[src/rtl/tmtw_pkg.sv]
// shared constants and types for the text mode terminal writer
package tmtw_pkg;

    localparam int COLUMNS = 80;
    localparam int ROWS    = 25;
    localparam int CELLS   = ROWS * COLUMNS;

    localparam int ROW_W  = $clog2(ROWS);
    localparam int COL_W  = $clog2(COLUMNS);
    localparam int ADDR_W = $clog2(CELLS);

    localparam int CELL_W = 16;
    localparam int ATTR_W = 8;
    localparam int FUNC_W = 2;
    localparam int CHAR_W = 8;
    localparam int RROW_W = 5;
    localparam int RCOL_W = 7;
    localparam int POS_W  = 11;

    localparam logic [FUNC_W-1:0] FUNC_PUT   = 2'd0;
    localparam logic [FUNC_W-1:0] FUNC_CLEAR = 2'd1;
    localparam logic [FUNC_W-1:0] FUNC_READ  = 2'd2;

    localparam logic [CHAR_W-1:0] CHAR_NL = 8'd10;
    localparam logic [CHAR_W-1:0] CHAR_BS = 8'd8;
    localparam logic [CHAR_W-1:0] CHAR_CR = 8'd13;

    localparam logic [CELL_W-1:0] BLANK_CELL = 16'h0F20;
    localparam logic [ATTR_W-1:0] ATTR_RESET = 8'h0F;

    typedef struct packed {
        logic [ROW_W-1:0] row;
        logic [COL_W-1:0] col;
    } addr_req_t;

    typedef struct packed {
        logic              wr_en;
        logic              rd_en;
        logic [CELL_W-1:0] wr_data;
    } ram_req_t;

endpackage

[src/rtl/tmtw_addr_unit.sv]
// shared row times columns plus column address unit
module tmtw_addr_unit (
    input  tmtw_pkg::addr_req_t          req,
    output logic [tmtw_pkg::ADDR_W-1:0]  addr
);

    localparam int AW = tmtw_pkg::ADDR_W;

    assign addr = AW'(AW'(req.row) * AW'(tmtw_pkg::COLUMNS)) + AW'(req.col);

endmodule

[config.mk]
export PLATFORM = sky130hd
export DESIGN_NAME = tmtw_addr_unit
export DESIGN_NICKNAME = d
export VERILOG_FILES = /design/src/rtl/tmtw_pkg.sv /design/src/rtl/tmtw_addr_unit.sv
export SDC_FILE = /design/constraint.sdc
export NUM_CORES = 1
export LEC_CHECK = 0
export BUFFER_PORTS_ARGS = -buffer_cell sky130_fd_sc_hd__buf_2
export CAP_MARGIN = 15
export CORE_AREA = 5 5 42 44
export DETAILED_ROUTE_END_ITERATION = 7
export DIE_AREA = 0 0 47 49
export SLEW_MARGIN = 20
export SYNTH_ARGS = -nofsm -noshare
export SYNTH_HDL_FRONTEND = slang
export SYNTH_SLANG_ARGS = --single-unit
export TNS_END_PERCENT = 5
[constraint.sdc]
create_clock -name vclk -period 3.3
set_clock_uncertainty 0.15 [all_clocks]
set_input_delay 0.495 -clock vclk [all_inputs]
set_output_delay 0.495 -clock vclk [all_outputs]
set_load 0.05 [all_outputs]
==> reports/summary.log <==
qor: route.post-route-drc-count 0
qor: pwr.power.ir.vdd_worst 0.1999 mV
qor: global_route.pin_count_of_the_biggest_net_entering_global_routing 5
qor: die.initial_utilization 20.98%
qor: timing.max_freq 318.2 MHz
qor: critical_path.worst-setup-path-type input port to output port
qor: clock_network.post_cts_resized 0
qor: critical_path.crit_path_start_kind input port
qor: finish.num-clock-buffers 0
qor: place.dpl_worst_slack 0.1650 ns
qor: outcome.run_status finished clean
qor: timing.rsz0062_at_grt false
qor: place.placed_cells 58
qor: clock_network.postCtsSetupRepairBufs 0
qor: timing.final_hold_slack 0.8400 ns
qor: place.place.port_buffers 15
qor: min_path.hold_class input port to output port
qor: die.core_area 1401 um2
qor: timing.finalWorstPathRequiredPeriod 3.143 ns
qor: timing.finalCritPeriodShare 95.23%
qor: min_path.holdPathStages 0
qor: critical_path.cp_data_required_time 2.65 ns
qor: die.top_level_ports 23
qor: clock_network.cts.hold.buffers_added 0
qor: logic_synthesis.synth_sequential_area_ratio 0%
qor: timing.final-hold-violation-count 0
qor: logic_synthesis.synth.cell_area 294.0 um2
qor: pwr.powerDensity 417.4 nW/um2
qor: logic_synthesis.netlist_instances 31
qor: finish.num-nets-final 67
qor: finish.drive_above_1_share 35.71%
qor: die.die_width 47 um
qor: logic_synthesis.syn_nets 54
qor: logic_synthesis.yosysMostFrequentCell sky130_fd_sc_hd__ha_1
qor: finish.area_growth 22.13%
qor: route.antenna_left 0
qor: run.cap_violations 0
qor: logic_synthesis.synth_cell_types 10
qor: route.drt_wl_total 539 um
qor: global_route.grt_use_total 4.648%
qor: global_route.grt_remaining_overflow 0
qor: timing.maxSlewHeadroom 83.31%
qor: pwr.power_leakage 0.2077 nW
qor: global_route.first_global_vias 243
qor: critical_path.critical_path_at 2.50 ns
qor: place.gp_congestion 0.7581
qor: global_route.grt_antenna_before_repair 0
qor: timing.worst_pin_slew 0.2520 ns
qor: route.detailedRoute.firstIterationViolations 0
qor: place.detailed_place_hpwl 514.4 um
qor: die.fp.dieArea 2303 um2
qor: route.via_count 233
qor: finish.postLayoutCellArea 359.1 um2
qor: logic_synthesis.netlist.top_cell.by_area sky130_fd_sc_hd__ha_1
qor: logic_synthesis.synthTopCellsByCount sky130_fd_sc_hd__ha_1, sky130_fd_sc_hd__buf_4, sky130_fd_sc_hd__xnor2_1
qor: route.drt_pass1_iterations 1
qor: finish.fin_cells 58
qor: route.vias_per_cell 4.017
qor: critical_path.critical_path.endpoint_type output port
qor: logic_synthesis.synth.top_cells.by_area sky130_fd_sc_hd__ha_1, sky130_fd_sc_hd__fa_1, sky130_fd_sc_hd__xnor2_1
qor: timing.final_critical_path_setup_slack 0.1573 ns
qor: timing.final_max_slew_viol_count 0
qor: logic_synthesis.post-synth-top-area-fraction 38.30%
qor: place.detailed_place.area 359.1 um2
qor: timing.timing.final.setup_violations 0
qor: die.floorplan.rows 14
qor: logic_synthesis.syn-mean-instance-area 9.485 um2
qor: die.fp.dieH 49 um
qor: logic_synthesis.yosys_warnings 0
qor: route.routed_wire_length_per_instance 9.293 um
qor: global_route.grt_pass1_wl 890 um
qor: finish.num_antenna_cells 0
qor: timing.setup-tns-final 0 ns
qor: finish.num-fill-cells 161
qor: finish.layout.area.seq 0 um2
qor: finish.seq_cells 0
qor: critical_path.critPathMaxFanout 3
report_power, final:
group	internal, W	total [W]	switching, W
clock	0	0	0
combinational	0.0000424	0.000150	0.000107
sequential	0	0	0
area by class of cell:
cell class / count / area [um2] / share of cell area (%)
timing repair buffer: 15 / 75.07 / 20.91
tap: 16 / 20.02 / 5.575
multi-input combinational: 27 / 264.0 / 73.52
critical path, cell delays in order:
cell	delay, ns
sky130_fd_sc_hd__buf_2	0.12
sky130_fd_sc_hd__ha_1	0.29
sky130_fd_sc_hd__ha_1	0.22
sky130_fd_sc_hd__fa_1	0.38
sky130_fd_sc_hd__xor2_1	0.22
sky130_fd_sc_hd__nand4_1	0.14
sky130_fd_sc_hd__xnor2_1	0.21
sky130_fd_sc_hd__xnor2_1	0.13
sky130_fd_sc_hd__buf_2	0.28
logic make-up after synthesis:
logic type,Yosys count,synth area share (%)
simple gates,4,5.959
compound gates,5,11.06
buf+inv,4,10.21
fa+ha+maj,11,51.92
xor+xnor,7,20.85
worst paths after layout:
kind	from	to	slack, ns
max	req[8]	addr[10]	0.16
min	req[0]	addr[0]	0.84
placed cells by master, fill, tap and decap left out, drive strengths merged:
cell type / count
buf: 15
ha: 9
xnor2: 4
a21o: 3
xor2: 3
a21oi: 2
nand2: 2
fa: 2
nand4: 1
nor2: 1
metrics by stage:
step | util (%) | power, W
2_1_floorplan | - | 0.0001340
3_3_place_gp | 25.62 | 0.0001500
3_5_place_dp | 25.62 | 0.0001505
4_1_cts | 25.62 | 0.0001515
5_1_grt | 25.62 | 0.0001607
6_report | 25.62 | 0.0001499
layer usage:
metal / global-route usage (%) / wire, um / up-vias
met5: 0 / 0 / -
met3: 0.7380 / 60 / 0
met2: 7.014 / 248 / 8
li1: - / - / 127
met1: 7.253 / 229 / 98
met4: 0 / 0 / 0
Power figures use the tool's default switching activity.
