$ cat src/rtl/tmtw_pkg.sv
// shared constants and types for the text mode terminal writer
package tmtw_pkg;

    localparam int COLUMNS = 80;
    localparam int ROWS    = 25;
    localparam int CELLS   = ROWS * COLUMNS;

    localparam int ROW_W  = $clog2(ROWS);
    localparam int COL_W  = $clog2(COLUMNS);
    localparam int ADDR_W = $clog2(CELLS);

    localparam int CELL_W = 16;
    localparam int ATTR_W = 8;
    localparam int FUNC_W = 2;
    localparam int CHAR_W = 8;
    localparam int RROW_W = 5;
    localparam int RCOL_W = 7;
    localparam int POS_W  = 11;

    localparam logic [FUNC_W-1:0] FUNC_PUT   = 2'd0;
    localparam logic [FUNC_W-1:0] FUNC_CLEAR = 2'd1;
    localparam logic [FUNC_W-1:0] FUNC_READ  = 2'd2;

    localparam logic [CHAR_W-1:0] CHAR_NL = 8'd10;
    localparam logic [CHAR_W-1:0] CHAR_BS = 8'd8;
    localparam logic [CHAR_W-1:0] CHAR_CR = 8'd13;

    localparam logic [CELL_W-1:0] BLANK_CELL = 16'h0F20;
    localparam logic [ATTR_W-1:0] ATTR_RESET = 8'h0F;

    typedef struct packed {
        logic [ROW_W-1:0] row;
        logic [COL_W-1:0] col;
    } addr_req_t;

    typedef struct packed {
        logic              wr_en;
        logic              rd_en;
        logic [CELL_W-1:0] wr_data;
    } ram_req_t;

endpackage

$ cat src/rtl/tmtw_seq.sv
// sequencer: cursor, row ring, row valid bits, cell access and result register
module tmtw_seq (
    input  logic                          clk,
    input  logic                          rst_n,
    input  logic                          in_valid,
    output logic                          in_ready,
    input  logic [tmtw_pkg::FUNC_W-1:0]   func,
    input  logic [tmtw_pkg::CHAR_W-1:0]   char_code,
    input  logic [tmtw_pkg::RROW_W-1:0]   read_row,
    input  logic [tmtw_pkg::RCOL_W-1:0]   read_col,
    input  logic                          cfg_valid,
    output logic                          cfg_ready,
    input  logic [tmtw_pkg::ATTR_W-1:0]   cfg_data,
    output logic                          out_valid,
    input  logic                          out_ready,
    output logic [tmtw_pkg::CELL_W-1:0]   cell_value,
    output logic [tmtw_pkg::RROW_W-1:0]   cursor_row,
    output logic [tmtw_pkg::RCOL_W-1:0]   cursor_col,
    output logic [tmtw_pkg::POS_W-1:0]    cursor_position,
    output tmtw_pkg::addr_req_t           addr_req,
    input  logic [tmtw_pkg::ADDR_W-1:0]   addr,
    output tmtw_pkg::ram_req_t            ram_req,
    input  logic [tmtw_pkg::CELL_W-1:0]   rd_data
);

    localparam int ROWS    = tmtw_pkg::ROWS;
    localparam int COLUMNS = tmtw_pkg::COLUMNS;
    localparam int ROW_W   = tmtw_pkg::ROW_W;
    localparam int COL_W   = tmtw_pkg::COL_W;
    localparam int SUM_W   = ROW_W + 1;
    localparam int CELL_W  = tmtw_pkg::CELL_W;
    localparam int RROW_W  = tmtw_pkg::RROW_W;
    localparam int RCOL_W  = tmtw_pkg::RCOL_W;
    localparam int POS_W   = tmtw_pkg::POS_W;

    localparam logic [2:0] S_IDLE  = 3'd0;
    localparam logic [2:0] S_MAP   = 3'd1;
    localparam logic [2:0] S_EXEC  = 3'd2;
    localparam logic [2:0] S_FILL  = 3'd3;
    localparam logic [2:0] S_RDATA = 3'd4;
    localparam logic [2:0] S_DONE  = 3'd5;

    logic [2:0]                    state_reg, state_next;
    logic [ROW_W-1:0]              cur_row_reg, cur_row_next;
    logic [COL_W-1:0]              cur_col_reg, cur_col_next;
    logic [ROW_W-1:0]              top_reg, top_next;
    logic [ROWS-1:0]               row_valid_reg, row_valid_next;
    logic [tmtw_pkg::ATTR_W-1:0]   attr_reg, attr_next;
    logic                          out_valid_reg, out_valid_next;

    logic [tmtw_pkg::FUNC_W-1:0]   func_reg, func_next;
    logic [tmtw_pkg::CHAR_W-1:0]   char_reg, char_next;
    logic [RROW_W-1:0]             rrow_reg, rrow_next;
    logic [RCOL_W-1:0]             rcol_reg, rcol_next;
    logic [ROW_W-1:0]              phys_reg, phys_next;
    logic [COL_W-1:0]              sweep_reg, sweep_next;
    logic [CELL_W-1:0]             cell_reg, cell_next;
    logic [CELL_W-1:0]             out_cell_reg, out_cell_next;
    logic [RROW_W-1:0]             out_row_reg, out_row_next;
    logic [RCOL_W-1:0]             out_col_reg, out_col_next;
    logic [POS_W-1:0]              out_pos_reg, out_pos_next;

    logic [ROW_W-1:0]              sel_row;
    logic [SUM_W-1:0]              ring_sum;
    logic                          do_nl;
    logic                          do_adv;
    logic                          wrap;
    logic                          read_in_range;

    assign in_ready        = (state_reg == S_IDLE);
    assign cfg_ready       = 1'b1;
    assign out_valid       = out_valid_reg;
    assign cell_value      = out_cell_reg;
    assign cursor_row      = out_row_reg;
    assign cursor_col      = out_col_reg;
    assign cursor_position = out_pos_reg;

    assign sel_row  = (func_reg == tmtw_pkg::FUNC_READ) ? ROW_W'(rrow_reg) : cur_row_reg;
    assign ring_sum = SUM_W'(top_reg) + SUM_W'(sel_row);
    assign read_in_range = (int'(rrow_reg) < ROWS) && (int'(rcol_reg) < COLUMNS);

    always_comb
    begin
        state_next     = state_reg;
        cur_row_next   = cur_row_reg;
        cur_col_next   = cur_col_reg;
        top_next       = top_reg;
        row_valid_next = row_valid_reg;
        attr_next      = attr_reg;
        out_valid_next = out_valid_reg;
        func_next      = func_reg;
        char_next      = char_reg;
        rrow_next      = rrow_reg;
        rcol_next      = rcol_reg;
        phys_next      = phys_reg;
        sweep_next     = sweep_reg;
        cell_next      = cell_reg;
        out_cell_next  = out_cell_reg;
        out_row_next   = out_row_reg;
        out_col_next   = out_col_reg;
        out_pos_next   = out_pos_reg;
        addr_req.row   = phys_reg;
        addr_req.col   = cur_col_reg;
        ram_req        = '0;
        do_nl          = 1'b0;
        do_adv         = 1'b0;

        if (cfg_valid)
        begin
            attr_next = cfg_data;
        end
        if (out_valid_reg && out_ready)
        begin
            out_valid_next = 1'b0;
        end

        unique case (state_reg)
            S_IDLE:
            begin
                if (in_valid)
                begin
                    func_next  = func;
                    char_next  = char_code;
                    rrow_next  = read_row;
                    rcol_next  = read_col;
                    cell_next  = '0;
                    state_next = S_MAP;
                end
            end
            S_MAP:
            begin
                // logical row to physical row through the scroll ring
                if (ring_sum >= SUM_W'(ROWS))
                begin
                    phys_next = ROW_W'(ring_sum - SUM_W'(ROWS));
                end
                else
                begin
                    phys_next = ROW_W'(ring_sum);
                end
                state_next = S_EXEC;
            end
            S_EXEC:
            begin
                state_next = S_DONE;
                case (func_reg)
                    tmtw_pkg::FUNC_PUT:
                    begin
                        if (char_reg == tmtw_pkg::CHAR_NL)
                        begin
                            do_nl = 1'b1;
                        end
                        else if (char_reg == tmtw_pkg::CHAR_BS)
                        begin
                            if (cur_col_reg != '0)
                            begin
                                cur_col_next = cur_col_reg - COL_W'(1);
                            end
                        end
                        else if (char_reg == tmtw_pkg::CHAR_CR)
                        begin
                            cur_col_next = '0;
                        end
                        else if (row_valid_reg[phys_reg])
                        begin
                            ram_req.wr_en   = 1'b1;
                            ram_req.wr_data = {attr_reg, char_reg};
                            do_adv          = 1'b1;
                        end
                        else
                        begin
                            // row not yet written: blank it while placing the char
                            sweep_next = '0;
                            state_next = S_FILL;
                        end
                    end
                    tmtw_pkg::FUNC_CLEAR:
                    begin
                        row_valid_next = '0;
                        top_next       = '0;
                        cur_row_next   = '0;
                        cur_col_next   = '0;
                    end
                    tmtw_pkg::FUNC_READ:
                    begin
                        if (read_in_range)
                        begin
                            if (row_valid_reg[phys_reg])
                            begin
                                addr_req.col  = COL_W'(rcol_reg);
                                ram_req.rd_en = 1'b1;
                                state_next    = S_RDATA;
                            end
                            else
                            begin
                                cell_next = tmtw_pkg::BLANK_CELL;
                            end
                        end
                    end
                    default:
                    begin
                    end
                endcase
            end
            S_FILL:
            begin
                addr_req.col  = sweep_reg;
                ram_req.wr_en = 1'b1;
                if (sweep_reg == cur_col_reg)
                begin
                    ram_req.wr_data = {attr_reg, char_reg};
                end
                else
                begin
                    ram_req.wr_data = tmtw_pkg::BLANK_CELL;
                end
                if (sweep_reg == COL_W'(COLUMNS - 1))
                begin
                    row_valid_next[phys_reg] = 1'b1;
                    do_adv                   = 1'b1;
                    state_next               = S_DONE;
                end
                else
                begin
                    sweep_next = sweep_reg + COL_W'(1);
                end
            end
            S_RDATA:
            begin
                cell_next  = rd_data;
                state_next = S_DONE;
            end
            S_DONE:
            begin
                addr_req.row = cur_row_reg;
                addr_req.col = cur_col_reg;
                if (!out_valid_reg || out_ready)
                begin
                    out_cell_next  = cell_reg;
                    out_row_next   = RROW_W'(cur_row_reg);
                    out_col_next   = RCOL_W'(cur_col_reg);
                    out_pos_next   = POS_W'(addr);
                    out_valid_next = 1'b1;
                    state_next     = S_IDLE;
                end
            end
            default:
            begin
                state_next = S_IDLE;
            end
        endcase

        wrap = do_adv && (cur_col_reg == COL_W'(COLUMNS - 1));

        if (do_adv && !wrap)
        begin
            cur_col_next = cur_col_reg + COL_W'(1);
        end

        // next row; on the bottom row the ring turns and the old top row goes blank
        if (do_nl || wrap)
        begin
            cur_col_next = '0;
            if (cur_row_reg == ROW_W'(ROWS - 1))
            begin
                row_valid_next[top_reg] = 1'b0;
                if (top_reg == ROW_W'(ROWS - 1))
                begin
                    top_next = '0;
                end
                else
                begin
                    top_next = top_reg + ROW_W'(1);
                end
            end
            else
            begin
                cur_row_next = cur_row_reg + ROW_W'(1);
            end
        end
    end

    always_ff @(posedge clk or negedge rst_n)
    begin
        if (!rst_n)
        begin
            state_reg     <= S_IDLE;
            cur_row_reg   <= '0;
            cur_col_reg   <= '0;
            top_reg       <= '0;
            row_valid_reg <= '0;
            attr_reg      <= tmtw_pkg::ATTR_RESET;
            out_valid_reg <= 1'b0;
        end
        else
        begin
            state_reg     <= state_next;
            cur_row_reg   <= cur_row_next;
            cur_col_reg   <= cur_col_next;
            top_reg       <= top_next;
            row_valid_reg <= row_valid_next;
            attr_reg      <= attr_next;
            out_valid_reg <= out_valid_next;
        end
    end

    always_ff @(posedge clk)
    begin
        func_reg     <= func_next;
        char_reg     <= char_next;
        rrow_reg     <= rrow_next;
        rcol_reg     <= rcol_next;
        phys_reg     <= phys_next;
        sweep_reg    <= sweep_next;
        cell_reg     <= cell_next;
        out_cell_reg <= out_cell_next;
        out_row_reg  <= out_row_next;
        out_col_reg  <= out_col_next;
        out_pos_reg  <= out_pos_next;
    end

endmodule

$ cat config.mk
export PLATFORM = sky130hd
export DESIGN_NAME = tmtw_seq
export DESIGN_NICKNAME = d
export VERILOG_FILES = /design/src/rtl/tmtw_pkg.sv /design/src/rtl/tmtw_seq.sv
export SDC_FILE = /design/constraint.sdc
export NUM_CORES = 1
export LEC_CHECK = 0
export BUFFER_PORTS_ARGS = -buffer_cell sky130_fd_sc_hd__clkbuf_2
export CORE_UTILIZATION = 25
export DETAILED_ROUTE_END_ITERATION = 6
export PLACE_DENSITY = 0.51
export SETUP_SLACK_MARGIN = 0.15
export SYNTH_ARGS = -nofsm -noshare
export SYNTH_HDL_FRONTEND = slang
export SYNTH_SLANG_ARGS = --single-unit
$ cat constraint.sdc
create_clock -name clk -period 3.5 [get_ports clk]
set_clock_uncertainty 0.15 [all_clocks]
set_input_delay 0.175 -clock clk [delete_from_list [all_inputs] [get_ports clk]]
set_output_delay 0.175 -clock clk [all_outputs]
set_load 0.05 [all_outputs]
==> results_dict.tcl <==
set metrics [dict create \
    outcome "finished clean" \
    cts_inserted_buffers 17 \
    nNetsFinal 886 \
    fmax_mhz 312 \
    fp-row-count 61 \
    yosysUniqueCellTypes 69 \
    period_minus_slack_ns 3.21 \
    synthFlopType "edfxtp_1" \
    cp.arrival_ns 2.88 \
    viasPerCell 4.58 \
    grt_pass1_wl_um 29500 \
    grt_max_degree 40 \
    crit_path_end_kind "output pin" \
    ys_seq_elements 143 \
    setup_tns_ns 0 \
    grt_use_total_pct 13.4 \
    diodes 0 \
    drc 0 \
    first_iter_violations 362 \
    max_stage_delay_ns 0.53 \
    worstHoldPathType "in2reg" \
    postSynthAreaPerCell_um2 11.7 \
    crit_chain "mux4_2 -> o211a_1 -> nor3_4 -> nor2_1 -> o21a_1 -> o21ai_0 -> buf_2" \
    start_kind "register" \
    grt_pass1_vias 5324 \
    drive_gt1_share_pct 28.3 \
    ant_nets 0 \
    clockRootBuffer "clkbuf_16" \
    syn_inst 605 \
    drt_wl_total_um 19100 \
    grt_overflow 0 \
    n_fill_cell 2816 \
    antenna_found_initial 0 \
    place_area_um2 8230 \
    io_buffers 132 \
    worstMarginPinSlew_ns 0.804 \
    die_h_um 171 \
    async_reset_ff_share_pct 37.8 \
    avgRoutedWirePerCell_um 15.9 \
    leakagePower_nw 3.98 \
    gp_congestion 0.807 \
    finalSetupViolCount 0 \
    critPathSlowestCell "mux4_2" \
    fin_cells 1197 \
    largest_register_ffs 25 \
    hpwl_um 13700 \
    path_class "reg2out" \
    start_util_pct 25.5 \
    syn-num-nets 685 \
    dpl.cell_count 1097 \
    r2r_slack_ns 0.34 \
    cellPowerDensity_nw_per_um2 617 \
    synth_seq_area_share_pct 56.7 \
    vias 5480 \
    core_um2 27900 \
    syn_area_um2 7110 \
    area_growth_pct 33.1 \
    first_pass_iters 6 \
    clk_pin_slew_ns 0.06 \
    ctsLongestPathBuffers 2 \
    clk_latency_ns 0.42 \
    die_x_um 171 \
    hold_viol_final 0 \
    num_io_pins 134 \
    clock-sinks 143 \
    yosysWarnings 0 \
    fin_area_um2 9460 \
    path_buf_inv 1 \
    slew_headroom_pct 45.9 \
    cts_tree "yes" \
    p_total_mw 5.84 \
    worstPathRequired_ns 3.17 \
    crit_family "compound AO/OA/AOI/OAI gates" \
    period_share_pct 91.7 \
    dieArea_um2 29100 \
    cts_max_level 4 \
    rsz0062_at_grt "yes" \
    synth-edff-count 89 \
    hold_ws_ns 0.0119 \
    crit_fanout 7 \
    cap_viol_max_count 0 \
    maxSlewViolCount 0 \
    ir_worst_vdd_v 0.000275 \
]
metrics by stage:
stage / util [%] / worst slack, ns
after floorplan: - / 0.145
after global placement: 29.5 / 0.251
after detailed placement: 29.5 / 0.162
after CTS: 33.7 / 0.176
after global routing: 34.0 / 0.0941
final: 34.0 / 0.292
layout make-up:
| cell class | instances | area (µm²) | share of cell area, % |
|---|---|---|---|
| Timing Repair Buffer | 220 | 1490 | 15.7 |
| Inverter | 22 | 82.6 | 0.873 |
| Clock inverter | 14 | 108 | 1.14 |
| Multi-Input combinational cell | 402 | 2850 | 30.2 |
| Sequential cell | 143 | 4030 | 42.6 |
| Tap cell | 378 | 473 | 5.00 |
| Clock buffer | 18 | 429 | 4.54 |
cell usage after synthesis (4+ instances only):
cell type,instances,area share [%]
and3_1,13,1.1
inv_1,22,1.2
a22oi_1,32,3.4
nor2b_1,7,0.62
nand2b_1,6,0.53
a21o_1,8,0.84
and2_1,35,3.1
dfstp_2,4,1.5
nor4b_1,4,0.49
xnor2_1,12,1.5
nand2_1,29,1.5
mux2i_1,10,1.4
edfxtp_1,89,38
a21oi_1,36,2.5
ha_1,17,3.0
nor2_1,31,1.6
xor2_1,7,0.86
o21a_1,8,0.84
dfrtp_1,50,18
o211ai_1,6,0.63
nor4_1,9,0.79
nand4_1,4,0.35
o21ai_0,20,1.4
o31ai_1,6,0.63
buf_2,4,0.28
mux2_2,16,2.5
a31oi_1,4,0.35
nand3_1,19,1.3
nor3_1,11,0.77
clkbuf_1,26,1.4
routing by layer:
layer	GRT usage [%]	vias up	wire length [µm]
met1	18.8	2661	9400
met4	4.50	0	281
met2	20.5	151	8590
met3	2.68	17	790
li1	-	2651	-
met5	0	-	0
power breakdown:
part           internal, mW  switching [mW]  total (mW)
Sequential             2.13           0.196        2.33
Clock                 0.915           0.750        1.66
Combinational         0.583            1.26        1.85
placed cells by master (no fill, tap or decap), types with 4 or more instances in the layout:
cell type | Yosys | layout
clkbuf_2 | 0 | 125
nand2_1 | 29 | 29
nor4_1 | 9 | 9
nor3_1 | 11 | 10
nor2_1 | 31 | 31
and2_1 | 35 | 35
o21ai_0 | 20 | 19
nand3_1 | 19 | 19
mux2i_1 | 10 | 10
o31ai_1 | 6 | 6
clkbuf_16 | 0 | 17
edfxtp_1 | 89 | 89
dfstp_2 | 4 | 4
dfrtp_1 | 50 | 50
o21a_1 | 8 | 8
o211ai_1 | 6 | 6
a31oi_1 | 4 | 4
inv_1 | 22 | 22
xor2_1 | 7 | 7
nor2b_1 | 7 | 6
nand2b_1 | 6 | 5
nand4_1 | 4 | 4
mux2_2 | 16 | 16
ha_1 | 17 | 17
a22oi_1 | 32 | 32
nor4b_1 | 4 | 4
and3_1 | 13 | 13
dlygate4sd3_1 | 0 | 59
a21o_1 | 8 | 8
xnor2_1 | 12 | 12
clkinvlp_4 | 0 | 4
buf_4 | 3 | 32
a21oi_1 | 36 | 36
inv_6 | 0 | 4
worst register-to-register path: stages, from the launching register on:
cell	delay, ns
edfxtp_1	0.47
nand2b_4	0.13
mux2_2	0.33
ha_1	0.20
fa_1	0.40
a21o_1	0.19
a21oi_1	0.17
xnor2_1	0.16
o221ai_1	0.14
o211ai_1	0.24
o31ai_1	0.17
xnor2_1	0.15
logic make-up after synthesis:
| logic type | after synthesis | synth area share (%) |
|---|---|---|
| flops | 143 | 56.7 |
| compound gates | 140 | 13.5 |
| buf+inv | 60 | 3.71 |
| mux | 29 | 4.89 |
| simple gates | 195 | 15.6 |
| fa+ha+maj | 18 | 3.27 |
| xor+xnor | 19 | 2.34 |
| other cells | 1 | 0.0528 |
final timing paths:
check                                 startpoint                    endpoint  depth (start not counted)
setup / recovery           phys_reg[1]$_DFFE_PN_                 addr_req[6]                          7
hold / removal                         cfg_valid     attr_reg[4]$_DFFE_PN0P_                          2
setup reg to reg           func_reg[1]$_DFFE_PP_       phys_reg[3]$_DFFE_PN_                         11
hold reg to reg            cell_reg[4]$_DFFE_PP_     cell_value[4]$_DFFE_PP_                          0
max in group asynchronous                  rst_n     attr_reg[0]$_DFFE_PN1P_                          3
min in group asynchronous                  rst_n  row_valid_reg[2]$_DFF_PN0_                          2
repair_timing:
item,4_1_cts,5_1_grt
buffers inserted,1,8
setup endpoints to repair,20,21
hold buffers,59,0
gates resized for setup,4,18
hold endpoints to repair,87,0
pin swaps,2,4
Note: power is estimated with default switching activity, not from simulation.
